File: config.mk
export PLATFORM = sky130hd
export DESIGN_NAME = c_source_high_byte_escaper
export DESIGN_NICKNAME = d
export VERILOG_FILES = /design/src/sv/csbe_pkg.sv /design/src/sv/csbe_lexer.sv /design/src/sv/c_source_high_byte_escaper.sv
export SDC_FILE = /design/constraint.sdc
export NUM_CORES = 1
export LEC_CHECK = 0
export BUFFER_PORTS_ARGS = -buffer_cell sky130_fd_sc_hd__buf_2
export CAP_MARGIN = 20
export CORE_UTILIZATION = 25
export CTS_BUF_LIST = sky130_fd_sc_hd__clkbuf_8
export CTS_CLUSTER_SIZE = 24
export DETAILED_ROUTE_END_ITERATION = 8
export MAX_ROUTING_LAYER = met4
export PLACE_DENSITY_LB_ADDON = 0.05
export SKIP_LAST_GASP = 1
export SLEW_MARGIN = 20
export SYNTH_ARGS = -nofsm -noshare
export SYNTH_HDL_FRONTEND = slang
export SYNTH_SLANG_ARGS = --single-unit
File: constraint.sdc
create_clock -name clock -period 3.35 [get_ports clock]
set_clock_uncertainty 0.05 [all_clocks]
set_input_delay 0.67 -clock clock [delete_from_list [all_inputs] [get_ports clock]]
set_output_delay 0.67 -clock clock [all_outputs]
set_load 0.05 [all_outputs]
File: src/sv/csbe_pkg.sv
package csbe_pkg;

   localparam logic [7:0] CHAR_NEWLINE   = 8'h0A;
   localparam logic [7:0] CHAR_QUOTE     = 8'h22;
   localparam logic [7:0] CHAR_ASTERISK  = 8'h2A;
   localparam logic [7:0] CHAR_SLASH     = 8'h2F;
   localparam logic [7:0] CHAR_ZERO      = 8'h30;
   localparam logic [7:0] CHAR_BACKSLASH = 8'h5C;

   // beat position inside an octal escape
   typedef enum logic [1:0] {
      ESC_SLASH = 2'd0,
      ESC_HIGH  = 2'd1,
      ESC_MID   = 2'd2,
      ESC_LOW   = 2'd3
   } esc_pos_type;

endpackage

File: src/sv/csbe_lexer.sv
module csbe_lexer
   import csbe_pkg::*;
(
   input  logic       clock,
   input  logic       reset,
   input  logic       advance,
   input  logic [7:0] lex_byte,
   output logic       escape
);

   typedef enum logic [2:0] {
      MODE_CODE = 3'd0,
      MODE_STR  = 3'd1,
      MODE_MBC  = 3'd2,
      MODE_BLK  = 3'd3,
      MODE_MBE  = 3'd4,
      MODE_LINE = 3'd5
   } mode_type;

   typedef enum logic [2:0] {
      CLS_NL,
      CLS_DQ,
      CLS_SL,
      CLS_HI,
      CLS_AST,
      CLS_OTHER
   } class_type;

   mode_type  mode_ff;
   mode_type  mode_in;
   class_type cls;

   always_comb begin
      if (lex_byte == CHAR_ASTERISK) begin
         cls = CLS_AST;
      end else if (lex_byte == CHAR_QUOTE) begin
         cls = CLS_DQ;
      end else if (lex_byte == CHAR_SLASH) begin
         cls = CLS_SL;
      end else if (lex_byte == CHAR_NEWLINE) begin
         cls = CLS_NL;
      end else if (lex_byte[7]) begin
         cls = CLS_HI;
      end else begin
         cls = CLS_OTHER;
      end
   end

   always_comb begin
      escape  = 1'b0;
      mode_in = mode_ff;
      case (mode_ff)
         MODE_STR: begin
            escape  = (cls == CLS_HI);
            mode_in = (cls == CLS_DQ) ? MODE_CODE : MODE_STR;
         end
         MODE_MBC: begin
            case (cls)
               CLS_SL:  mode_in = MODE_LINE;
               CLS_AST: mode_in = MODE_BLK;
               default: mode_in = MODE_CODE;
            endcase
         end
         MODE_BLK: begin
            mode_in = (cls == CLS_AST) ? MODE_MBE : MODE_BLK;
         end
         MODE_MBE: begin
            mode_in = (cls == CLS_SL) ? MODE_CODE : MODE_BLK;
         end
         MODE_LINE: begin
            mode_in = (cls == CLS_NL) ? MODE_CODE : MODE_LINE;
         end
         default: begin
            // code mode, and the two unused codes
            escape = (cls == CLS_HI);
            case (cls)
               CLS_DQ:  mode_in = MODE_STR;
               CLS_SL:  mode_in = MODE_MBC;
               default: mode_in = MODE_CODE;
            endcase
         end
      endcase
   end

   always_ff @(posedge clock) begin
      if (reset) begin
         mode_ff <= MODE_CODE;
      end else if (advance) begin
         mode_ff <= mode_in;
      end
   end

endmodule

File: src/sv/c_source_high_byte_escaper.sv
// Streams C source one byte per beat. Outside comments, in code and inside
// string literals, a byte with bit 7 set leaves as four beats: a backslash and
// three octal digits; every other byte leaves as one beat. rsp_last_of_run
// marks the final beat of each input byte. Plain bytes flow at one per cycle
// while rsp_ready is high, through the input register, then the result
// register; an escaped byte holds the result register until its last beat is
// taken, and the input side stalls meanwhile. Escaped quotes in strings are not
// recognized, and a high byte right after a slash in code is passed raw.
module c_source_high_byte_escaper
   import csbe_pkg::*;
(
   input  logic       clock,
   input  logic       reset,
   input  logic       req_valid,
   output logic       req_ready,
   input  logic [7:0] req_in_byte,
   output logic       rsp_valid,
   input  logic       rsp_ready,
   output logic [7:0] rsp_out_byte,
   output logic       rsp_last_of_run
);

   logic        in_valid_ff;
   logic [7:0]  in_byte_ff;
   logic        res_valid_ff;
   logic [7:0]  res_byte_ff;
   logic        res_esc_ff;
   esc_pos_type res_pos_ff;
   logic        escape;
   logic        beat_done;
   logic        run_done;
   logic        res_free;
   logic        move;

   csbe_lexer u_lexer (
      .clock    (clock),
      .reset    (reset),
      .advance  (move),
      .lex_byte (in_byte_ff),
      .escape   (escape)
   );

   always_comb begin
      case (res_pos_ff)
         ESC_SLASH: rsp_out_byte = CHAR_BACKSLASH;
         ESC_HIGH:  rsp_out_byte = CHAR_ZERO + {6'd0, res_byte_ff[7:6]};
         ESC_MID:   rsp_out_byte = CHAR_ZERO + {5'd0, res_byte_ff[5:3]};
         ESC_LOW:   rsp_out_byte = CHAR_ZERO + {5'd0, res_byte_ff[2:0]};
         default:   rsp_out_byte = CHAR_BACKSLASH;
      endcase
      if (!res_esc_ff) begin
         rsp_out_byte = res_byte_ff;
      end
   end

   assign rsp_valid       = res_valid_ff;
   assign rsp_last_of_run = !res_esc_ff || (res_pos_ff == ESC_LOW);
   assign beat_done       = res_valid_ff && rsp_ready;
   assign run_done        = beat_done && rsp_last_of_run;
   assign res_free        = !res_valid_ff || run_done;
   assign move            = in_valid_ff && res_free;
   assign req_ready       = !in_valid_ff || move;

   always_ff @(posedge clock) begin
      if (reset) begin
         in_valid_ff  <= 1'b0;
         res_valid_ff <= 1'b0;
         res_pos_ff   <= ESC_SLASH;
      end else begin
         if (req_ready) begin
            in_valid_ff <= req_valid;
         end
         if (move) begin
            res_valid_ff <= 1'b1;
            res_pos_ff   <= ESC_SLASH;
         end else if (run_done) begin
            res_valid_ff <= 1'b0;
         end else if (beat_done) begin
            res_pos_ff <= esc_pos_type'(res_pos_ff + 2'd1);
         end
      end
   end

   always_ff @(posedge clock) begin
      if (req_ready && req_valid) begin
         in_byte_ff <= req_in_byte;
      end
      if (move) begin
         res_byte_ff <= in_byte_ff;
         res_esc_ff  <= escape;
      end
   end

endmodule

Word level (Yosys, flattened, before mapping)
Cells that the tools add are included.
{ "op_classes": {"bitwise_logic": 1, "eq_ne": 16, "reduce_logical": 16, "mux": 16, "add_sub_neg": 4} }
{ "op_table": {"columns": ["cell", "count"], "rows": [
  ["$pmux 8 s4", 1],
  ["$eq 8x6->1 const B", 3],
  ["$mux 3", 7],
  ["$pmux 3 s5", 1],
  ["$add 6x3->7 const A", 2],
  ["$eq 3x2->1 const B", 4],
  ["$eq 3x3->1 const B", 3],
  ["$eq 8x4->1 const B", 1],
  ["$mux 8", 1],
  ["$add 6x2->7 const A", 1],
  ["$eq 3x1->1 const B", 2],
  ["$pmux 3 s2", 1],
  ["$eq 2x2->1 const B", 2],
  ["$logic_and 1x1->1", 4],
  ["$pmux 2 s2", 1],
  ["$reduce_or 4->1", 1],
  ["$logic_not 1->1", 3],
  ["$logic_not 3->1", 1],
  ["$logic_or 1x1->1", 3],
  ["$mux 1", 3],
  ["$add 2x1->2 const B", 1],
  ["$eq 2x1->1 const B", 1],
  ["$logic_not 2->1", 1],
  ["$mux 2", 1],
  ["other kinds (4)", 4]
]} }
{ "totals": {"regBits": 24} }

Logic depth before layout (Yosys ltp)
{ "depth": {"ltp_word": 8, "mapped_depth": 6} }

Cells and area by module
A second synthesis with hierarchy kept.
{ "hier_totals": {"hier_cells": 107, "area_unflattened_um2": 1202.4} }
{ "modules_own_cells": {"columns": ["mod", "cells_per_inst", "instances", "area_per_inst_um2"], "rows": [
  ["c_source_high_byte_escaper", 63, 1, 880.8],
  ["csbe_lexer", 44, 1, 321.6]
]} }

Worst setup path after synthesis
No wires, ideal clock.
{ "synth_timing": {"path_type": "register -> output", "start": "register res_pos_ff[0]", "end": "output port req_ready", "setup_slack_ns": 0.902, "arrival_ns": 1.728, "path_stages_with_launch": 6, "required_time_ns": 2.630, "cell_sequence": "dfxtp_1 -> ha_1 -> nor2b_1 -> inv_2 -> a21boi_0 -> nand2_1"} }
{ "synth_via": {"elab_chain_cells": 6} }
{ "synth_rtl": {"columns": ["element", "line_no", "source"], "rows": [
  ["start, declared", "c_source_high_byte_escaper.sv:28", "esc_pos_type res_pos_ff;"],
  ["start signal, assigned", "c_source_high_byte_escaper.sv:79", "res_pos_ff <= esc_pos_type'(res_pos_ff + 2'd1);"],
  ["$eq 2x2->1", "c_source_high_byte_escaper.sv:57", "assign rsp_last_of_run = !res_esc_ff || (res_pos_ff == ESC_LOW);"],
  ["$logic_or 1x1->1", "c_source_high_byte_escaper.sv:57", null],
  ["net rsp_last_of_run", "c_source_high_byte_escaper.sv:20", "output logic rsp_last_of_run"],
  ["$logic_and 1x1->1", "c_source_high_byte_escaper.sv:59", "assign run_done = beat_done && rsp_last_of_run;"],
  ["$logic_or 1x1->1", "c_source_high_byte_escaper.sv:60", "assign res_free = !res_valid_ff || run_done;"],
  ["$logic_and 1x1->1", "c_source_high_byte_escaper.sv:61", "assign move = in_valid_ff && res_free;"],
  ["$logic_or 1x1->1", "c_source_high_byte_escaper.sv:62", "assign req_ready = !in_valid_ff || move;"],
  ["end, declared", "c_source_high_byte_escaper.sv:15", "output logic req_ready,"]
]} }
The timed path passes the listed nets, and every way through them passes these cells.

Worst setup path in the final report
{ "layout_timing": {"start": "register res_esc_ff", "end": "output port req_ready"} }
{ "layout_via": {"elab_chain_cells": 6} }
{ "layout_rtl": {"columns": ["element", "line_no", "source"], "rows": [
  ["start, declared", "c_source_high_byte_escaper.sv:27", "logic res_esc_ff;"],
  ["start signal, assigned", "c_source_high_byte_escaper.sv:90", "res_esc_ff <= escape;"],
  ["$logic_not 1->1", "c_source_high_byte_escaper.sv:57", null],
  ["$logic_or 1x1->1", "c_source_high_byte_escaper.sv:57", null],
  ["$logic_and 1x1->1", "c_source_high_byte_escaper.sv:59", null],
  ["$logic_or 1x1->1", "c_source_high_byte_escaper.sv:60", null],
  ["$logic_and 1x1->1", "c_source_high_byte_escaper.sv:61", null],
  ["$logic_or 1x1->1", "c_source_high_byte_escaper.sv:62", null]
]} }
Every way passes these cells.

==> flow_metrics.env <==
export IMPL_outcome="completed"
export IMPL_grt_overflow=0
export IMPL_io_pins=23
export IMPL_fmax_mhz=350
export IMPL_clockBufferDepth=2
export IMPL_drive_above_1_share=0.214
export IMPL_worst_path_largest_cell_delay_ns=0.56
export IMPL_synthMuxAreaShare=0.0158
export IMPL_endpoint_kind="primary output"
export IMPL_rsz0062_at_grt="false"
export IMPL_cts_sinks=24
export IMPL_synthDistinctLibCells=44
export IMPL_cts_clk_slew_worst_paths_ns=0.08
export IMPL_path_delay_family="flip-flops"
export IMPL_synth_xor_xnor_area_share=0.0138
export IMPL_fin_util=0.314
export IMPL_power_leakage_uw=0.000564
export IMPL_tightest_slew_ns=0.800
export IMPL_arrival_ns=2.14
export IMPL_cts_setup_buffers=0
export IMPL_cts_resized=0
export IMPL_synth_compound_area_frac=0.192
export IMPL_setup_tns_ns=0
export IMPL_slew_violations=0
export IMPL_synth_top_family_by_area="compound AO/OA/AOI/OAI gates"
export IMPL_rows=25
export IMPL_crit_required_ns=2.63
export IMPL_ys_warnings_count=0
export IMPL_routed_via_density=4.65
export IMPL_synth_adder_area_share=0.0394
export IMPL_design_area_mm2=0.00151
export IMPL_syn_area_per_cell_um2=10.7
export IMPL_fin_nets=157
export IMPL_start_util=0.263
export IMPL_diodes=0
export IMPL_numPortBuffers=22
export IMPL_power_uw=679
export IMPL_firstDrtPassIters=4
export IMPL_async_flop_share=0
export IMPL_area_growth_pct=19.1
export IMPL_antenna_left=0
export IMPL_clkLatencyLatePin_ns=0.27
export IMPL_startpoint_type="register"
export IMPL_placed_cell_area_mm2=0.00144
export IMPL_max_cap_viol_count=0
export IMPL_finalCriticalPeriod_ns=2.86
export IMPL_grt_max_degree=17
export IMPL_worst_setup_path_type="reg -> out"
export IMPL_htree_levels=1
export IMPL_drc=0
export IMPL_vias=962
export IMPL_finalHoldViolCount=0
export IMPL_syn_inst=119
export IMPL_drtIter0Drc=35
export IMPL_syn_cell_area_mm2=0.00127
export IMPL_numCtsBuffers=3
export IMPL_coreArea_mm2=0.00482
export IMPL_grt_pass1_wl_um=4370
export IMPL_grt_pass1_vias=893
export IMPL_setup_viol=0
export IMPL_drt_total_wl_um=2700
export IMPL_synth_ff_type="edfxtp_1"
export IMPL_synthSimpleGateAreaFrac=0.167
export IMPL_path_cells="nor2b_1 > inv_2 > a21boi_0 > nand2_1 > buf_2"
export IMPL_powerDensity_mw_per_mm2=449
export IMPL_relSlewSlack=0.467
export IMPL_critPathMaxFanout=12
export IMPL_irDropWorstVdd_uv=142
export IMPL_hp_class="reg -> reg"
export IMPL_fin_crit_sh=0.853
export IMPL_dp_hpwl_um=2030
export IMPL_postCtsHoldBufs=0
export IMPL_synth_seq_cells=24
export IMPL_synth_edf_count=17
export IMPL_syn_nets=135
export IMPL_slowest_stage="edfxtp_1"
export IMPL_cts_root_buf="clkbuf_8"
export IMPL_tritoncts="done"
export IMPL_seq_area_frac_synth=0.513
export IMPL_die_height_um=73.2
export IMPL_grtUsageTotal=0.111
export IMPL_gp_congestion=0.762
export IMPL_path_buf_inv=2
export IMPL_die_area_mm2=0.00536
export IMPL_grt_antenna_before_repair=0
export IMPL_routedWlPerCell_um=13.0
export IMPL_die_w_um=73.2
==> stage by stage <==
stage / instances / hold slack [ns] / setup WS, ns
after floorplan: 119 / 0.418 / 0.902
after global placement: 203 / 0.453 / 0.843
after detailed placement: 203 / 0.465 / 0.721
after CTS: 207 / 0.485 / 0.411
after global routing: 207 / 0.503 / 0.208
final: 207 / 0.487 / 0.491
==> cell usage in the layout (no fill, tap or decap), types with 2 or more instances in the layout <==
| master | Yosys | final |
|---|---|---|
| buf_2 | 0 | 22 |
| edfxtp_1 | 17 | 17 |
| inv_1 | 11 | 11 |
| nor3_1 | 8 | 8 |
| nor2_1 | 7 | 7 |
| dfxtp_1 | 7 | 7 |
| o21ai_0 | 5 | 5 |
| nand2_1 | 4 | 4 |
| o22ai_1 | 4 | 4 |
| ha_1 | 4 | 4 |
| nor2b_1 | 3 | 3 |
| a22o_1 | 3 | 3 |
| a21oi_1 | 3 | 3 |
| o21a_1 | 3 | 3 |
| clkbuf_8 | 0 | 3 |
| mux2i_1 | 2 | 2 |
| a22oi_1 | 2 | 2 |
| nand3_1 | 2 | 2 |
| nand4_1 | 2 | 2 |
| o31ai_1 | 2 | 2 |
| xnor2_1 | 2 | 2 |
==> cells in the mapped netlist, types with 2 or more instances <==
master | n | area (um^2)
a22o_1 | 3 | 26.3
nand3_1 | 2 | 10.0
o22ai_1 | 4 | 25.0
a22oi_1 | 2 | 15.0
ha_1 | 4 | 50.1
o31ai_1 | 2 | 15.0
nor2_1 | 7 | 26.3
nor2b_1 | 3 | 18.8
o21ai_0 | 5 | 25.0
inv_1 | 11 | 41.3
dfxtp_1 | 7 | 140
nand4_1 | 2 | 12.5
nor3_1 | 8 | 40.0
edfxtp_1 | 17 | 510
clkbuf_1 | 4 | 15.0
mux2i_1 | 2 | 20.0
a21oi_1 | 3 | 15.0
nand2_1 | 4 | 15.0
xnor2_1 | 2 | 17.5
o21a_1 | 3 | 22.5
==> where the power goes <==
| part | leakage (uW) | total, uW | internal [uW] | switching, uW |
|---|---|---|---|---|
| sequential | 0.000220 | 349 | 335 | 14.1 |
| clock | 0.0000357 | 253 | 160 | 93.1 |
| combinational | 0.000309 | 77.1 | 22.4 | 54.6 |
==> per-layer routing <==
metal  part of all wire  GRT usage  up-vias
met5                  0          -        -
met4              0.013     0.0392        0
met3              0.036     0.0166        4
met2               0.48      0.182       21
met1               0.48      0.138      448
li1                   -          -      489
==> final timing paths <==
path                                     from        endpoint  slack (ns)  depth (start not counted)
worst max-delay path               res_esc_ff       req_ready        0.49                          5
worst min-delay path            in_byte_ff[6]  res_byte_ff[6]        0.49                          0
worst max register to register     res_esc_ff   in_byte_ff[5]        1.06                          4
worst min register to register  in_byte_ff[6]  res_byte_ff[6]        0.49                          0
==> worst reg2reg max path: cells and delay by family, from the launching register on <==
kind                   cells  cell delay [ns]
AOI/OAI and AO/OA          2             0.98
buffers and inverters      1             0.07
DFF                        1             0.56
and+or+nand+nor            1             0.30
==> area by class of cell <==
cell class                      instances  area (um^2)
Tap cell                               67         83.8
Fill cell                             513         3310
Clock buffer                            3         41.3
Multi-Input combinational cell         77          543
Clock inverter                          1         30.0
Inverter                               12         45.0
Sequential cell                        24          651
Timing Repair Buffer                   23          118
==> cell families after synthesis <==
group | count (synthesis)
mux | 2
flops | 24
xor+xnor | 2
fa+ha+maj | 4
compound gates | 33
simple gates | 36
buf+inv | 18
==> state kept, by name (all words and copies together) (netlist names) <==
name	count
in_valid_ff	1
res_pos_ff	2
res_esc_ff	1
u_lexer.mode_ff	3
res_byte_ff	8
rsp_valid	1
in_byte_ff	8
No activity file was read; power rests on OpenSTA's default activity.
